[src/lce_pkg.sv]
// ----------------------------------------------------------------------------
// lce_pkg
// Shared types, widths and the short-code function for the Levenshtein encoder.
// ----------------------------------------------------------------------------
package lce_pkg;

  localparam int VALUE_W        = 32;
  localparam int VALUE_BITS_DEF = 32;
  localparam int CODE_W         = 44;
  localparam int LEN_W          = 6;
  localparam int FLEN_W         = 5;   // first field length, 0..31
  localparam int SCODE_W        = 12;  // code of a 5-bit length, at most 12 bits
  localparam int SLEN_W         = 4;
  localparam int HEAD_W         = SCODE_W + 1;

  typedef struct packed {
    logic               valid;
    logic               zero;
    logic [FLEN_W-1:0]  flen;
    logic [VALUE_W-1:0] value;
  } msb_t;

  typedef struct packed {
    logic               valid;
    logic [FLEN_W-1:0]  flen;
    logic [HEAD_W-1:0]  head;
    logic [SLEN_W-1:0]  head_len;
    logic [VALUE_W-1:0] field;
  } head_t;

  typedef struct packed {
    logic [SCODE_W-1:0] code;
    logic [SLEN_W-1:0]  len;
  } small_code_t;

  // Levenshtein code of a value 0..31
  function automatic small_code_t lev_small(input logic [FLEN_W-1:0] x);
    small_code_t       r;
    logic [SCODE_W-1:0] code;
    logic [SCODE_W-1:0] pmask;
    logic [SLEN_W-1:0]  len;
    logic [2:0]         passes;
    logic [FLEN_W-1:0]  cur;
    logic [FLEN_W-1:0]  fmask;
    logic [2:0]         fl;
    logic               done;
    code   = '0;
    len    = '0;
    passes = '0;
    cur    = x;
    done   = (x == '0);
    for (int i = 0; i < 4; i++) begin
      if (!done) begin
        fl = '0;
        for (int j = 0; j < FLEN_W; j++) begin
          if (cur[j]) fl = 3'(j);
        end
        fmask  = (FLEN_W'(1) << fl) - FLEN_W'(1);
        code   = code | (SCODE_W'(cur & fmask) << len);
        len    = len + SLEN_W'(fl);
        passes = passes + 3'd1;
        if (fl == 3'd0) done = 1'b1;
        cur = FLEN_W'(fl);
      end
    end
    if (x == '0) begin
      r.code = '0;
      r.len  = SLEN_W'(1);
    end else begin
      pmask  = (SCODE_W'(1) << passes) - SCODE_W'(1);
      r.code = code | (pmask << (len + SLEN_W'(1)));
      r.len  = len + SLEN_W'(passes) + SLEN_W'(1);
    end
    return r;
  endfunction

endpackage

[src/lce_msb_stage.sv]
// ----------------------------------------------------------------------------
// lce_msb_stage
// Masks the input value and finds the length of its first field.
// ----------------------------------------------------------------------------
module lce_msb_stage #(
  parameter int VALUE_BITS = lce_pkg::VALUE_BITS_DEF
) (
  input  logic                        clk,
  input  logic                        rst_n,
  input  logic                        in_take,
  input  logic [lce_pkg::VALUE_W-1:0] in_value,
  output lce_pkg::msb_t               s1_o
);

  lce_pkg::msb_t               s1_r, s1_nxt;
  logic [lce_pkg::VALUE_W-1:0] vmask;
  logic [lce_pkg::VALUE_W-1:0] v;

  assign vmask = lce_pkg::VALUE_W'({VALUE_BITS{1'b1}});
  assign v     = in_value & vmask;

  always_comb begin
    s1_nxt       = s1_r;
    s1_nxt.valid = in_take;
    s1_nxt.value = v;
    s1_nxt.zero  = (v == '0);
    s1_nxt.flen  = '0;
    for (int i = 0; i < VALUE_BITS; i++) begin
      if (v[i]) s1_nxt.flen = lce_pkg::FLEN_W'(i);
    end
  end

  always_ff @(posedge clk) begin
    if (!rst_n) begin
      s1_r.valid <= 1'b0;
    end else begin
      s1_r.valid <= s1_nxt.valid;
    end
    s1_r.zero  <= s1_nxt.zero;
    s1_r.flen  <= s1_nxt.flen;
    s1_r.value <= s1_nxt.value;
  end

  assign s1_o = s1_r;

endmodule

[src/lce_head_stage.sv]
// ----------------------------------------------------------------------------
// lce_head_stage
// Looks up the code of the first field length and extracts the first field.
// ----------------------------------------------------------------------------
module lce_head_stage (
  input  logic           clk,
  input  logic           rst_n,
  input  lce_pkg::msb_t  s1_i,
  output lce_pkg::head_t s2_o
);

  lce_pkg::head_t              s2_r, s2_nxt;
  lce_pkg::small_code_t        sc;
  logic [lce_pkg::VALUE_W-1:0] fmask;

  assign sc    = lce_pkg::lev_small(s1_i.flen);
  assign fmask = (lce_pkg::VALUE_W'(1) << s1_i.flen) - lce_pkg::VALUE_W'(1);

  always_comb begin
    s2_nxt.valid = s1_i.valid;
    s2_nxt.flen  = s1_i.flen;
    s2_nxt.field = s1_i.value & fmask;
    if (s1_i.zero) begin
      // zero codes as a lone 0
      s2_nxt.head     = '0;
      s2_nxt.head_len = lce_pkg::SLEN_W'(1);
    end else begin
      // leading 1, then the code of the field length
      s2_nxt.head     = (lce_pkg::HEAD_W'(1) << sc.len) | lce_pkg::HEAD_W'(sc.code);
      s2_nxt.head_len = sc.len + lce_pkg::SLEN_W'(1);
    end
  end

  always_ff @(posedge clk) begin
    if (!rst_n) begin
      s2_r.valid <= 1'b0;
    end else begin
      s2_r.valid <= s2_nxt.valid;
    end
    s2_r.flen     <= s2_nxt.flen;
    s2_r.head     <= s2_nxt.head;
    s2_r.head_len <= s2_nxt.head_len;
    s2_r.field    <= s2_nxt.field;
  end

  assign s2_o = s2_r;

endmodule

[src/lce_merge_stage.sv]
// ----------------------------------------------------------------------------
// lce_merge_stage
// Shifts the head past the first field, merges them and registers the result.
// ----------------------------------------------------------------------------
module lce_merge_stage (
  input  logic                       clk,
  input  logic                       rst_n,
  input  lce_pkg::head_t             s2_i,
  output logic                       out_valid,
  output logic [lce_pkg::CODE_W-1:0] out_codeword,
  output logic [lce_pkg::LEN_W-1:0]  out_code_length
);

  logic                       valid_r, valid_nxt;
  logic [lce_pkg::CODE_W-1:0] code_r, code_nxt;
  logic [lce_pkg::LEN_W-1:0]  len_r, len_nxt;

  assign valid_nxt = s2_i.valid;
  assign code_nxt  = (lce_pkg::CODE_W'(s2_i.head) << s2_i.flen)
                   | lce_pkg::CODE_W'(s2_i.field);
  assign len_nxt   = lce_pkg::LEN_W'(s2_i.head_len) + lce_pkg::LEN_W'(s2_i.flen);

  always_ff @(posedge clk) begin
    if (!rst_n) begin
      valid_r <= 1'b0;
    end else begin
      valid_r <= valid_nxt;
    end
    code_r <= code_nxt;
    len_r  <= len_nxt;
  end

  assign out_valid       = valid_r;
  assign out_codeword    = code_r;
  assign out_code_length = len_r;

endmodule

[src/levenshtein_code_encoder_unit.sv]
// ----------------------------------------------------------------------------
// levenshtein_code_encoder_unit
// Levenshtein universal code encoder, three-stage pipeline.
// ----------------------------------------------------------------------------
//  channel  ports                                   transaction when
//  input    start, busy, in_value                   start && !busy
//  result   out_valid, out_codeword, out_code_length out_valid
//
//  One transaction per cycle; a result passes the s1, s2 and output registers.
//  Stages: msb search, length-code lookup and field mask, shift and merge.
//  Reset (rst_n, synchronous) clears the stage valid bits only.
//  busy stays low: the result side cannot stall, so nothing ever backs up.
// ----------------------------------------------------------------------------
module levenshtein_code_encoder_unit #(
  parameter int VALUE_BITS = lce_pkg::VALUE_BITS_DEF
) (
  input  logic                        clk,
  input  logic                        rst_n,
  input  logic                        start,
  output logic                        busy,
  input  logic [lce_pkg::VALUE_W-1:0] in_value,
  output logic                        out_valid,
  output logic [lce_pkg::CODE_W-1:0]  out_codeword,
  output logic [lce_pkg::LEN_W-1:0]   out_code_length
);

  lce_pkg::msb_t  s1;
  lce_pkg::head_t s2;
  logic           in_take;

  assign busy    = 1'b0;
  assign in_take = start && !busy;

  lce_msb_stage #(
    .VALUE_BITS (VALUE_BITS)
  ) u_msb (
    .clk      (clk),
    .rst_n    (rst_n),
    .in_take  (in_take),
    .in_value (in_value),
    .s1_o     (s1)
  );

  lce_head_stage u_head (
    .clk   (clk),
    .rst_n (rst_n),
    .s1_i  (s1),
    .s2_o  (s2)
  );

  lce_merge_stage u_merge (
    .clk             (clk),
    .rst_n           (rst_n),
    .s2_i            (s2),
    .out_valid       (out_valid),
    .out_codeword    (out_codeword),
    .out_code_length (out_code_length)
  );

endmodule

[config.mk]
export PLATFORM = sky130hd
export DESIGN_NAME = levenshtein_code_encoder_unit
export DESIGN_NICKNAME = d
export VERILOG_FILES = /design/src/lce_pkg.sv /design/src/lce_msb_stage.sv /design/src/lce_head_stage.sv /design/src/lce_merge_stage.sv /design/src/levenshtein_code_encoder_unit.sv
export SDC_FILE = /design/constraint.sdc
export NUM_CORES = 1
export LEC_CHECK = 0
export BUFFER_PORTS_ARGS = -buffer_cell sky130_fd_sc_hd__buf_2
export CAP_MARGIN = 25
export CORE_UTILIZATION = 35
export CTS_CLUSTER_DIAMETER = 30
export CTS_CLUSTER_SIZE = 14
export DETAILED_ROUTE_END_ITERATION = 12
export PLACE_DENSITY = 0.64
export SLEW_MARGIN = 10
export SYNTH_ARGS = -nofsm -noshare
export SYNTH_HDL_FRONTEND = slang
export SYNTH_SLANG_ARGS = --single-unit
[constraint.sdc]
create_clock -name clk -period 7.7 [get_ports clk]
set_input_delay 0.77 -clock clk [delete_from_list [all_inputs] [get_ports clk]]
set_output_delay 0.77 -clock clk [all_outputs]
set_load 0.02 [all_outputs]
==> results of run 1 <==
-- layout by cell type, fill, tap and decap left out, types with 8 or more instances in the layout --
cell type	netlist	layout
nand2b_1	9	9
dfxtp_1	144	144
and2_1	19	19
nor3_1	17	17
nand3_1	15	15
o21a_1	8	8
o21bai_1	8	8
o22ai_1	8	8
mux2i_1	18	18
ha_1	26	26
nor2b_1	19	19
buf_2	0	85
a21oi_1	52	52
a21o_1	22	22
o21ai_0	42	41
mux2_2	10	10
conb_1	2	10
clkbuf_16	0	17
nor2_1	68	68
nand2_1	66	66
inv_1	35	35
-- routing by layer --
metal | routed length (µm) | track usage, % | part of all wire (%) | vias up
met4 | 231 | 5.32 | 1.3 | 0
met2 | 7510 | 26.7 | 43 | 210
met3 | 1080 | 4.21 | 6.2 | 20
li1 | - | - | - | 2838
met5 | 0 | 0 | 0 | -
met1 | 8670 | 25.9 | 50 | 2639
-- worst paths after layout --
| kind | start | end |
|---|---|---|
| hold reg to reg | u_head.s2_o[8]$_DFF_P_ | u_merge.out_codeword[8]$_DFF_P_ |
| setup / recovery | u_msb.s1_o[34]$_SDFF_PP1_ | u_head.s2_o[43]$_SDFF_PP0_ |
| setup reg to reg | u_msb.s1_o[34]$_SDFF_PP1_ | u_head.s2_o[43]$_SDFF_PP0_ |
| hold / removal | u_head.s2_o[8]$_DFF_P_ | u_merge.out_codeword[8]$_DFF_P_ |
-- stage by stage --
step | cells | power, mW | util [%]
5_1_grt | 1084 | 2.25 | 42.1
2_1_floorplan | 771 | 1.25 | -
4_1_cts | 1084 | 2.15 | 42.1
3_3_place_gp | 1054 | 1.40 | 39.2
6_report | 1084 | 2.14 | 42.1
3_5_place_dp | 1054 | 1.40 | 39.2
-- flip-flops by register name, indices dropped and copies added, names as in the netlist --
name	count
u_merge.out_codeword	44
u_merge.out_code_length	6
u_merge.out_valid	1
u_msb.s1_o	38
u_head.s2_o	55
-- final cells by class --
type / instances / area [µm²] / share of cell area (%)
multi-input cells: 550 / 3580 / 45.3
flip-flops and latches: 144 / 2880 / 36.5
repair buffers: 90 / 463 / 5.86
clock buffers: 20 / 457 / 5.78
well taps: 234 / 293 / 3.71
inverters: 36 / 135 / 1.71
clock inverters: 10 / 90.1 / 1.14
-- power groups by stage --
stage,Sequential (mW),Clock (mW),Combinational [mW]
6_report,0.882,0.751,0.511
5_1_grt,0.892,0.799,0.557
4_1_cts,0.884,0.762,0.506
3_5_place_dp,0.899,0,0.502
3_3_place_gp,0.898,0,0.498
2_1_floorplan,0.946,0,0.304
-- synth_stat cells, types with 5 or more instances --
| cell type | instances |
|---|---|
| fa_1 | 5 |
| a21boi_0 | 7 |
| or2_2 | 7 |
| o211ai_1 | 6 |
| nand4_1 | 6 |
| nand3_1 | 15 |
| and3_1 | 7 |
| nand2b_1 | 9 |
| inv_1 | 35 |
| clkbuf_1 | 34 |
| or3_1 | 5 |
| o22ai_1 | 8 |
| dfxtp_1 | 144 |
| ha_1 | 26 |
| a21o_1 | 22 |
| and2_1 | 19 |
| nand2_1 | 66 |
| o21bai_1 | 8 |
| o21ai_0 | 42 |
| nor4_1 | 7 |
| mux2i_1 | 18 |
| nor2_1 | 68 |
| a211oi_1 | 5 |
| o31ai_1 | 7 |
| o21a_1 | 8 |
| a21oi_1 | 52 |
| xnor2_1 | 6 |
| nor3_1 | 17 |
| xor2_1 | 6 |
| mux2_2 | 10 |
| nor2b_1 | 19 |
| a211o_1 | 6 |
-- logic make-up after synthesis --
logic type      synth area share, %
simple gates                   19.0
xor+xnor                       1.80
flops                          42.8
mux                            4.68
buf+inv                        4.57
other cells                   0.111
compound gates                 20.8
fa+ha+maj                      6.31
==> results.py, run 1 <==
metrics = {
    "critical_path": {
        "worst_setup_path_end_kind": "flop",
        "cp.required_ns": 7.97,
        "critPathBufInv": 6,
        "crit_type": "reg -> reg",
        "worstRegToRegCells": 24,
        "worst-path-max-fanout": 26,
        "crit_cells": 24,
        "ff2ff_setup_slack_ns": 2.25,
        "most_used_cell_along_the_critical_path": "inv_1",
        "crit_chain": "buf_4 > inv_1 > a21oi_1 > nor2_1 > ha_1 > inv_1 > fa_1 > nor2_1 > inv_1 > fa_1 > xnor2_1 > o21ai_0 > o21ai_0 > ha_1 > xor2_1 > a222oi_1 > inv_1 > ha_1 > xor2_1 > nand2b_1 > inv_1 > ha_1 > nand3_1 > a21oi_1",
        "startpoint_type": "flop",
        "cp_slowest_stage_delay_ns": 0.64,
        "cpMaxStageDelayCell": "a222oi_1",
        "critical_path_at_ns": 5.72,
        "cpLargestDelayFamily": "adder cells",
    },
    "floorplanning": {
        "die_h_um": 141,
        "core.rowCount": 50,
        "die_x_um": 141,
        "io_pins": 87,
        "floorplan.initialDensity_pct": 35.9,
        "floorplan.die_area_um2": 19800,
        "design.core.area_um2": 18800,
    },
    "power_and_ir_drop": {
        "maximum_vdd_drop_mv": 0.167,
        "cellLeakagePower_nw": 3.50,
        "power_switching_mw": 0.648,
        "power.share.switching_pct": 30.2,
        "clockPowerShare_pct": 35.0,
        "pwr_density_cell_nw_per_um2": 271,
        "pwr-share-seq_pct": 41.2,
        "cellInternalPower_mw": 1.50,
        "power.share.combinational_pct": 23.8,
    },
    "min_path": {
        "hp-class": "reg -> reg",
        "hold_depth": 1,
    },
    "routing": {
        "detail_route.wl_per_cell_um": 16.1,
        "route.vias.total": 5707,
        "initialDrtViolationCount": 617,
        "drt.antenna.violating_nets": 0,
        "drt-pass1-iter-count": 5,
        "avgViaCountPerCell": 5.26,
        "routed_wl_um": 17500,
        "post-route-drc-count": 0,
    },
    "timing": {
        "holdWs_ns": 0.409,
        "fin_crit_sh_pct": 70.8,
        "post-route-worst-setup-slack_ns": 2.25,
        "setup_total_negative_slack_ns": 0,
        "finalCriticalPeriod_ns": 5.45,
        "clock_skew_ns": 0.00586,
        "timing_max_transition_violations_final": 0,
        "worst-slew-pin-transition_ns": 0.967,
        "rsz0062_at_grt": "no",
        "report.final.hold_viol_count": 0,
        "finalSetupViolations": 0,
        "slew-limit-headroom_pct": 35.5,
        "clock.fmax_ghz": 0.183,
    },
    "global_route": {
        "pin_count_of_the_biggest_net_entering_global_routing": 47,
        "globalRoute.totalOverflow": 0,
        "first_pass_grt_wire_length_um": 27800,
        "number_of_global_route_vias_before_repair": 5261,
        "gr-usage-all-layers_pct": 18.0,
        "initial_antenna_violation_count": 0,
    },
    "yosys": {
        "synthDistinctLibCells": 69,
        "synthArstFlopShare_pct": 0,
        "synth_top_cell_area_share_pct": 42.8,
        "synthesis_stage_register_bit_count": 144,
        "netlist_area_pre_place_um2": 6740,
        "ys.flop_type": "dfxtp_1",
        "synth_cells": 763,
        "synth_area_leaders": "dfxtp_1, ha_1, a21oi_1, nor2_1, nand2_1",
        "synth.yosys.warnings": 0,
        "postSynthAreaPerCell_um2": 8.83,
        "synth_top_area_cell": "dfxtp_1",
        "synth_sequential_area_ratio_pct": 42.8,
        "synth_enable_flop_cells": 0,
    },
    "clock_tree": {
        "clock_sink_count": 144,
        "clk_pin_slew_worst_paths_ns": 0.06,
        "postCtsHoldBufs": 0,
        "cts_buffers": 17,
        "ctsLongestPathBuffers": 2,
        "cts-resized-gates": 0,
        "postCtsSetupRepairBufs": 0,
        "tritoncts_clock_tree": "built",
        "insertion_delay_ns": 0.42,
        "cts-htree-levels": 4,
        "cts_root_buf": "clkbuf_16",
    },
    "status": {
        "status": "complete, no violations",
    },
    "place": {
        "place_area_um2": 7350,
        "hpwl_detailed_um": 13100,
        "placement.io_buffers": 85,
        "finalWeightedCongestion": 0.847,
        "post-place-ws_ns": 2.28,
    },
    "job": {
        "drv_cap": 0,
    },
    "final_layout": {
        "layout_net_count": 905,
        "drive_gt1_share_pct": 17.1,
        "post_route_cell_area_um2": 7900,
        "area_delta_synth_final_pct": 17.2,
        "antenna-diode-count": 0,
        "n_fill_cell": 1853,
    },
}
(Power assumes the default switching activity.)
==> inputs of run 2 (changes only) <==
--- a/config.mk
+++ b/config.mk
@@ -11,7 +11,7 @@
 export CTS_CLUSTER_DIAMETER = 30
 export CTS_CLUSTER_SIZE = 14
 export DETAILED_ROUTE_END_ITERATION = 12
-export PLACE_DENSITY = 0.64
+export PLACE_DENSITY = 0.66
 export SLEW_MARGIN = 10
 export SYNTH_ARGS = -nofsm -noshare
 export SYNTH_HDL_FRONTEND = slang
==> constraint.sdc (replaced) <==
create_clock -name clk -period 4.5 [get_ports clk]
set_input_delay 0.45 -clock clk [delete_from_list [all_inputs] [get_ports clk]]
set_output_delay 0.45 -clock clk [all_outputs]
set_load 0.02 [all_outputs]
==> run 2 against run 1 <==
  * Hold slack lost 0.26 ns
  * Cell count is 3.8% higher
  * Largest cell class unchanged
  * Via count up 3.2%
  * Register-to-register slack lost 2.1 ns
  * Die area unchanged
==> results.py, run 2 (synthesis results as in run 1) <==
metrics = {
    "status": {
        "status": "complete, no violations",
    },
    "timing": {
        "post-route-worst-setup-slack_ns": 0.194,
        "report.final.hold_viol_count": 0,
        "finalSetupViolations": 0,
        "worst-slew-pin-transition_ns": 0.964,
        "clock_skew_ns": 0.0133,
        "clock.fmax_ghz": 0.232,
        "finalCriticalPeriod_ns": 4.31,
        "rsz0062_at_grt": "yes",
        "setup_total_negative_slack_ns": 0,
        "timing_max_transition_violations_final": 0,
        "slew-limit-headroom_pct": 35.6,
        "fin_crit_sh_pct": 95.7,
    },
    "floorplanning": {
        "floorplan.die_area_um2": 19800,
        "design.core.area_um2": 18800,
        "core.rowCount": 50,
        "die_h_um": 141,
        "io_pins": 87,
        "floorplan.initialDensity_pct": 35.9,
        "die_x_um": 141,
    },
    "critical_path": {
        "worst_setup_path_end_kind": "flop",
        "startpoint_type": "flop",
        "crit_type": "reg -> reg",
        "cp.required_ns": 4.82,
        "worst-path-max-fanout": 4,
        "critical_path_at_ns": 4.62,
    },
    "clock_tree": {
        "cts_root_buf": "clkbuf_16",
        "cts_buffers": 17,
        "clk_pin_slew_worst_paths_ns": 0.06,
        "insertion_delay_ns": 0.42,
        "ctsLongestPathBuffers": 2,
        "clock_sink_count": 144,
        "cts-htree-levels": 4,
        "tritoncts_clock_tree": "built",
    },
    "power_and_ir_drop": {
        "maximum_vdd_drop_mv": 0.284,
        "total_power_mw": 4.01,
        "cellLeakagePower_nw": 3.75,
        "pwr_density_cell_nw_per_um2": 474,
    },
    "global_route": {
        "globalRoute.totalOverflow": 0,
        "initial_antenna_violation_count": 0,
        "first_pass_grt_wire_length_um": 29100,
        "pin_count_of_the_biggest_net_entering_global_routing": 29,
        "gr-usage-all-layers_pct": 18.9,
        "number_of_global_route_vias_before_repair": 5608,
    },
    "final_layout": {
        "ff_latch_area_um2": 2890,
        "most_used_cells_in_the_layout_excluding_fill_and_tap_cells": "dfxtp_1, buf_2, nand2_1",
        "final_cell_count_no_fill": 1125,
        "layout_commonest_cell": "dfxtp_1",
        "area_delta_synth_final_pct": 25.6,
        "multi_input_area_um2": 3760,
        "antenna-diode-count": 0,
        "n_fill_cell": 1784,
        "largest_reg_flops": 55,
        "layout_net_count": 944,
        "drive_gt1_share_pct": 24.6,
        "final_core_utilization_pct": 45.1,
    },
    "place": {
        "placedCellCount": 1089,
        "post-place-ws_ns": -0.148,
        "placement.io_buffers": 85,
        "finalWeightedCongestion": 0.875,
        "hpwl_detailed_um": 13600,
    },
    "routing": {
        "detail_route.wl_per_cell_um": 16.0,
        "drt-pass1-iter-count": 6,
        "avgViaCountPerCell": 5.24,
        "drt.antenna.violating_nets": 0,
        "initialDrtViolationCount": 670,
        "post-route-drc-count": 0,
        "route.vias.total": 5890,
        "routed_wl_um": 18000,
    },
    "min_path": {
        "hp-class": "in -> reg",
    },
    "job": {
        "drv_cap": 0,
    },
}
[run 2: changes by cell type in the layout (fill, tap and decap cells not counted), sizes merged]
cell,before,now
clkinv,6,5
bufinv,1,4
clkinvlp,3,1
buf,90,129
inv,36,38
[run 2: critical path: stages, from the launching register on]
cell	delay [ns]
dfxtp_2	0.35
inv_2	0.05
a21oi_2	0.13
nor2_2	0.07
ha_4	0.16
inv_2	0.05
fa_2	0.47
nor2_4	0.14
inv_2	0.04
fa_2	0.54
o21ai_2	0.08
fa_1	0.50
mux2_4	0.32
inv_2	0.07
fa_1	0.41
nor2_2	0.17
inv_1	0.07
ha_1	0.23
nand3_1	0.11
a21oi_2	0.04
a31o_2	0.20
[run 2: metrics by stage]
step | hold slack (ns) | area [µm²]
after floorplan | 0.351 | 6920
after global placement | 0.388 | 7720
after global routing | 0.135 | 8460
after detailed placement | 0.394 | 7720
final | 0.154 | 8460
after CTS | 0.142 | 8390
[run 2: final cells by class]
type | instances | share of cell area, %
flip-flops and latches | 144 | 34.1
inverters | 36 | 1.63
clock inverters | 12 | 2.14
repair buffers | 129 | 8.99
clock buffers | 20 | 5.28
well taps | 234 | 3.46
multi-input cells | 550 | 44.4
[run 2: power by group]
group,internal (mW),switching (mW)
clock network,0.946,0.541
registers,1.44,0.0703
logic,0.442,0.569
total,2.83,1.18
[run 2: worst paths after layout]
| check | from | to | slack, ns | cells after the start |
|---|---|---|---|---|
| max | u_msb.s1_o[34]$_SDFF_PP1_ | u_head.s2_o[44]$_SDFF_PP0_ | 0.19 | 20 |
| min | in_value[0] | u_msb.s1_o[0]$_DFF_P_ | 0.15 | 1 |
| max reg2reg | u_msb.s1_o[34]$_SDFF_PP1_ | u_head.s2_o[44]$_SDFF_PP0_ | 0.19 | 20 |
| min reg2reg | u_head.s2_o[29]$_DFF_P_ | u_merge.out_codeword[29]$_DFF_P_ | 0.40 | 1 |
[run 2: repair_timing]
| item | in CTS | in global routing |
|---|---|---|
| pin swaps | 2 | 15 |
| gates cloned | 0 | 1 |
| endpoints found under the setup margin | 15 | 15 |
| buffers inserted | 0 | 3 |
| hold buffers | 0 | 0 |
| endpoints found under the hold margin | 0 | 0 |
| resized for setup | 9 | 17 |
[run 2: layer usage]
metal / global-route usage, % / part of all wire [%] / routed length [µm]
met5: 0 / 0 / 0
met4: 4.52 / 0.95 / 171
met3: 4.35 / 5.2 / 935
met2: 29.1 / 44 / 7960
met1: 26.5 / 50 / 8940
==> inputs of run 3 (changes only) <==
--- a/config.mk
+++ b/config.mk
@@ -7,11 +7,13 @@
 export LEC_CHECK = 0
 export BUFFER_PORTS_ARGS = -buffer_cell sky130_fd_sc_hd__buf_2
 export CAP_MARGIN = 25
+export CELL_PAD_IN_SITES_DETAIL_PLACEMENT = 1
+export CELL_PAD_IN_SITES_GLOBAL_PLACEMENT = 1
 export CORE_UTILIZATION = 35
 export CTS_CLUSTER_DIAMETER = 30
 export CTS_CLUSTER_SIZE = 14
 export DETAILED_ROUTE_END_ITERATION = 12
-export PLACE_DENSITY = 0.66
+export PLACE_DENSITY = 0.79
 export SLEW_MARGIN = 10
 export SYNTH_ARGS = -nofsm -noshare
 export SYNTH_HDL_FRONTEND = slang
==> run 3 against run 2 <==
  * Critical path depth grew 1
  * Count of clock-buffer cells in the layout grew 1
  * Cell count is essentially flat
  * First-iteration DRC count shrank 35%
  * Non-clock buffer count grew 3
  * Global-route usage grew 2.5 points
  * Largest power group unchanged
==> results.py, run 3 (synthesis results as in run 1) <==
metrics = {
    "final_layout": {
        "ff_latch_area_um2": 2890,
        "largest_reg_flops": 55,
        "layout_commonest_cell": "dfxtp_1",
        "post_route_cell_area_um2": 8460,
        "drive_gt1_share_pct": 25.4,
        "layout_net_count": 947,
        "n_fill_cell": 2201,
        "most_used_cells_in_the_layout_excluding_fill_and_tap_cells": "dfxtp_1, buf_2, nand2_1",
        "area_delta_synth_final_pct": 25.6,
        "final_core_utilization_pct": 45.1,
        "final_cell_count_no_fill": 1126,
        "antenna-diode-count": 0,
        "multi_input_area_um2": 3790,
    },
    "clock_tree": {
        "cts-htree-levels": 4,
        "clk_pin_slew_worst_paths_ns": 0.06,
        "cts_buffers": 17,
        "ctsLongestPathBuffers": 2,
        "clock_sink_count": 144,
        "cts_root_buf": "clkbuf_16",
        "tritoncts_clock_tree": "built",
        "insertion_delay_ns": 0.42,
    },
    "power_and_ir_drop": {
        "pwr_density_cell_nw_per_um2": 466,
        "total_power_mw": 3.95,
        "maximum_vdd_drop_mv": 0.295,
        "cellLeakagePower_nw": 3.72,
    },
    "critical_path": {
        "crit_chain": "inv_2 > a21oi_2 > nor2_2 > ha_4 > inv_2 > fa_2 > nor2_2 > inv_2 > fa_2 > o21ai_1 > fa_1 > mux2_4 > inv_1 > fa_1 > nor2_2 > inv_1 > buf_4 > ha_2 > nand3_1 > a21o_1 > o211ai_1",
        "rr_endpoint": "u_head.s2_o[45]$_SDFF_PP0_",
        "ff2ff_setup_slack_ns": 0.18,
        "startpoint_type": "flop",
        "crit_type": "reg -> reg",
        "cp_slowest_stage_delay_ns": 0.53,
        "worstSetupStartpoint": "u_msb.s1_o[34]$_SDFF_PP1_",
        "critical_path.reg2reg.startpoint": "u_msb.s1_o[34]$_SDFF_PP1_",
        "cp.required_ns": 4.80,
        "cpLargestDelayFamily": "adder cells",
        "critical_path_at_ns": 4.61,
        "critPathBufInv": 6,
        "crit_cells": 21,
        "worst-path-max-fanout": 3,
        "cpMaxStageDelayCell": "fa_2",
        "worstSetupEndpoint": "u_head.s2_o[45]$_SDFF_PP0_",
        "worst_setup_path_end_kind": "flop",
        "worstRegToRegCells": 21,
    },
    "timing": {
        "slew-limit-headroom_pct": 35.1,
        "fin_crit_sh_pct": 95.9,
        "holdWs_ns": 0.151,
        "clock_skew_ns": 0.00796,
        "post-route-worst-setup-slack_ns": 0.183,
        "finalCriticalPeriod_ns": 4.32,
        "setup_total_negative_slack_ns": 0,
        "worst-slew-pin-transition_ns": 0.972,
        "finalSetupViolations": 0,
        "clock.fmax_ghz": 0.232,
        "report.final.hold_viol_count": 0,
        "timing_max_transition_violations_final": 0,
    },
    "place": {
        "finalWeightedCongestion": 0.883,
        "placedCellCount": 1089,
        "hpwl_detailed_um": 15400,
        "placement.io_buffers": 85,
        "place_area_um2": 7720,
        "post-place-ws_ns": -0.151,
    },
    "global_route": {
        "number_of_global_route_vias_before_repair": 6073,
        "pin_count_of_the_biggest_net_entering_global_routing": 29,
        "initial_antenna_violation_count": 0,
        "gr-usage-all-layers_pct": 21.3,
        "globalRoute.totalOverflow": 0,
        "first_pass_grt_wire_length_um": 32500,
    },
    "floorplanning": {
        "design.core.area_um2": 18800,
        "io_pins": 87,
        "die_h_um": 141,
        "floorplan.initialDensity_pct": 35.9,
        "die_x_um": 141,
        "floorplan.die_area_um2": 19800,
        "core.rowCount": 50,
    },
    "routing": {
        "route.vias.total": 6026,
        "initialDrtViolationCount": 438,
        "avgViaCountPerCell": 5.35,
        "drt-pass1-iter-count": 4,
        "post-route-drc-count": 0,
        "detail_route.wl_per_cell_um": 18.4,
        "routed_wl_um": 20800,
        "drt.antenna.violating_nets": 0,
    },
    "job": {
        "drv_cap": 0,
    },
    "status": {
        "status": "complete, no violations",
    },
    "min_path": {
        "hp-class": "in -> reg",
    },
}
run 3: power breakdown:
group / total (mW) / switching, mW / internal (mW)
Clock: 1.36 / 0.522 / 0.837
Sequential: 1.52 / 0.0762 / 1.44
Combinational: 1.07 / 0.613 / 0.455
run 3: final cells by class:
class | instances | share of cell area [%]
well taps | 234 | 3.46
inverters | 36 | 1.63
repair buffers | 132 | 9.30
flip-flops and latches | 144 | 34.1
clock inverters | 9 | 1.29
multi-input cells | 550 | 44.8
clock buffers | 21 | 5.44
run 3: how the worst min path moves through the flow:
stage                                          from                                to  slack, ns  cells after the start
final                                   in_value[0]             u_msb.s1_o[0]$_DFF_P_       0.15                      1
after detailed placement    u_head.s2_o[10]$_DFF_P_  u_merge.out_codeword[10]$_DFF_P_       0.40                      1
after floorplan           u_msb.s1_o[35]$_SDFF_PP1_           u_head.s2_o[52]$_DFF_P_       0.35                      0
after global placement      u_head.s2_o[11]$_DFF_P_  u_merge.out_codeword[11]$_DFF_P_       0.39                      1
after global routing                    in_value[0]             u_msb.s1_o[0]$_DFF_P_       0.14                      1
after CTS                               in_value[0]             u_msb.s1_o[0]$_DFF_P_       0.14                      1
run 3: layer usage:
metal	share of wire (%)	global-route usage, %
met3	3.5	3.29
met2	47	35.3
met5	0	0
met1	47	28.1
met4	2.0	7.61
run 3: timing repair:
action | in CTS | in global routing
setup endpoints to repair | 14 | 15
hold buffers | 0 | 0
gates resized for setup | 9 | 24
pin swaps | 2 | 16
hold endpoints to repair | 0 | 0
buffers inserted | 0 | 6
gates cloned | 0 | 1
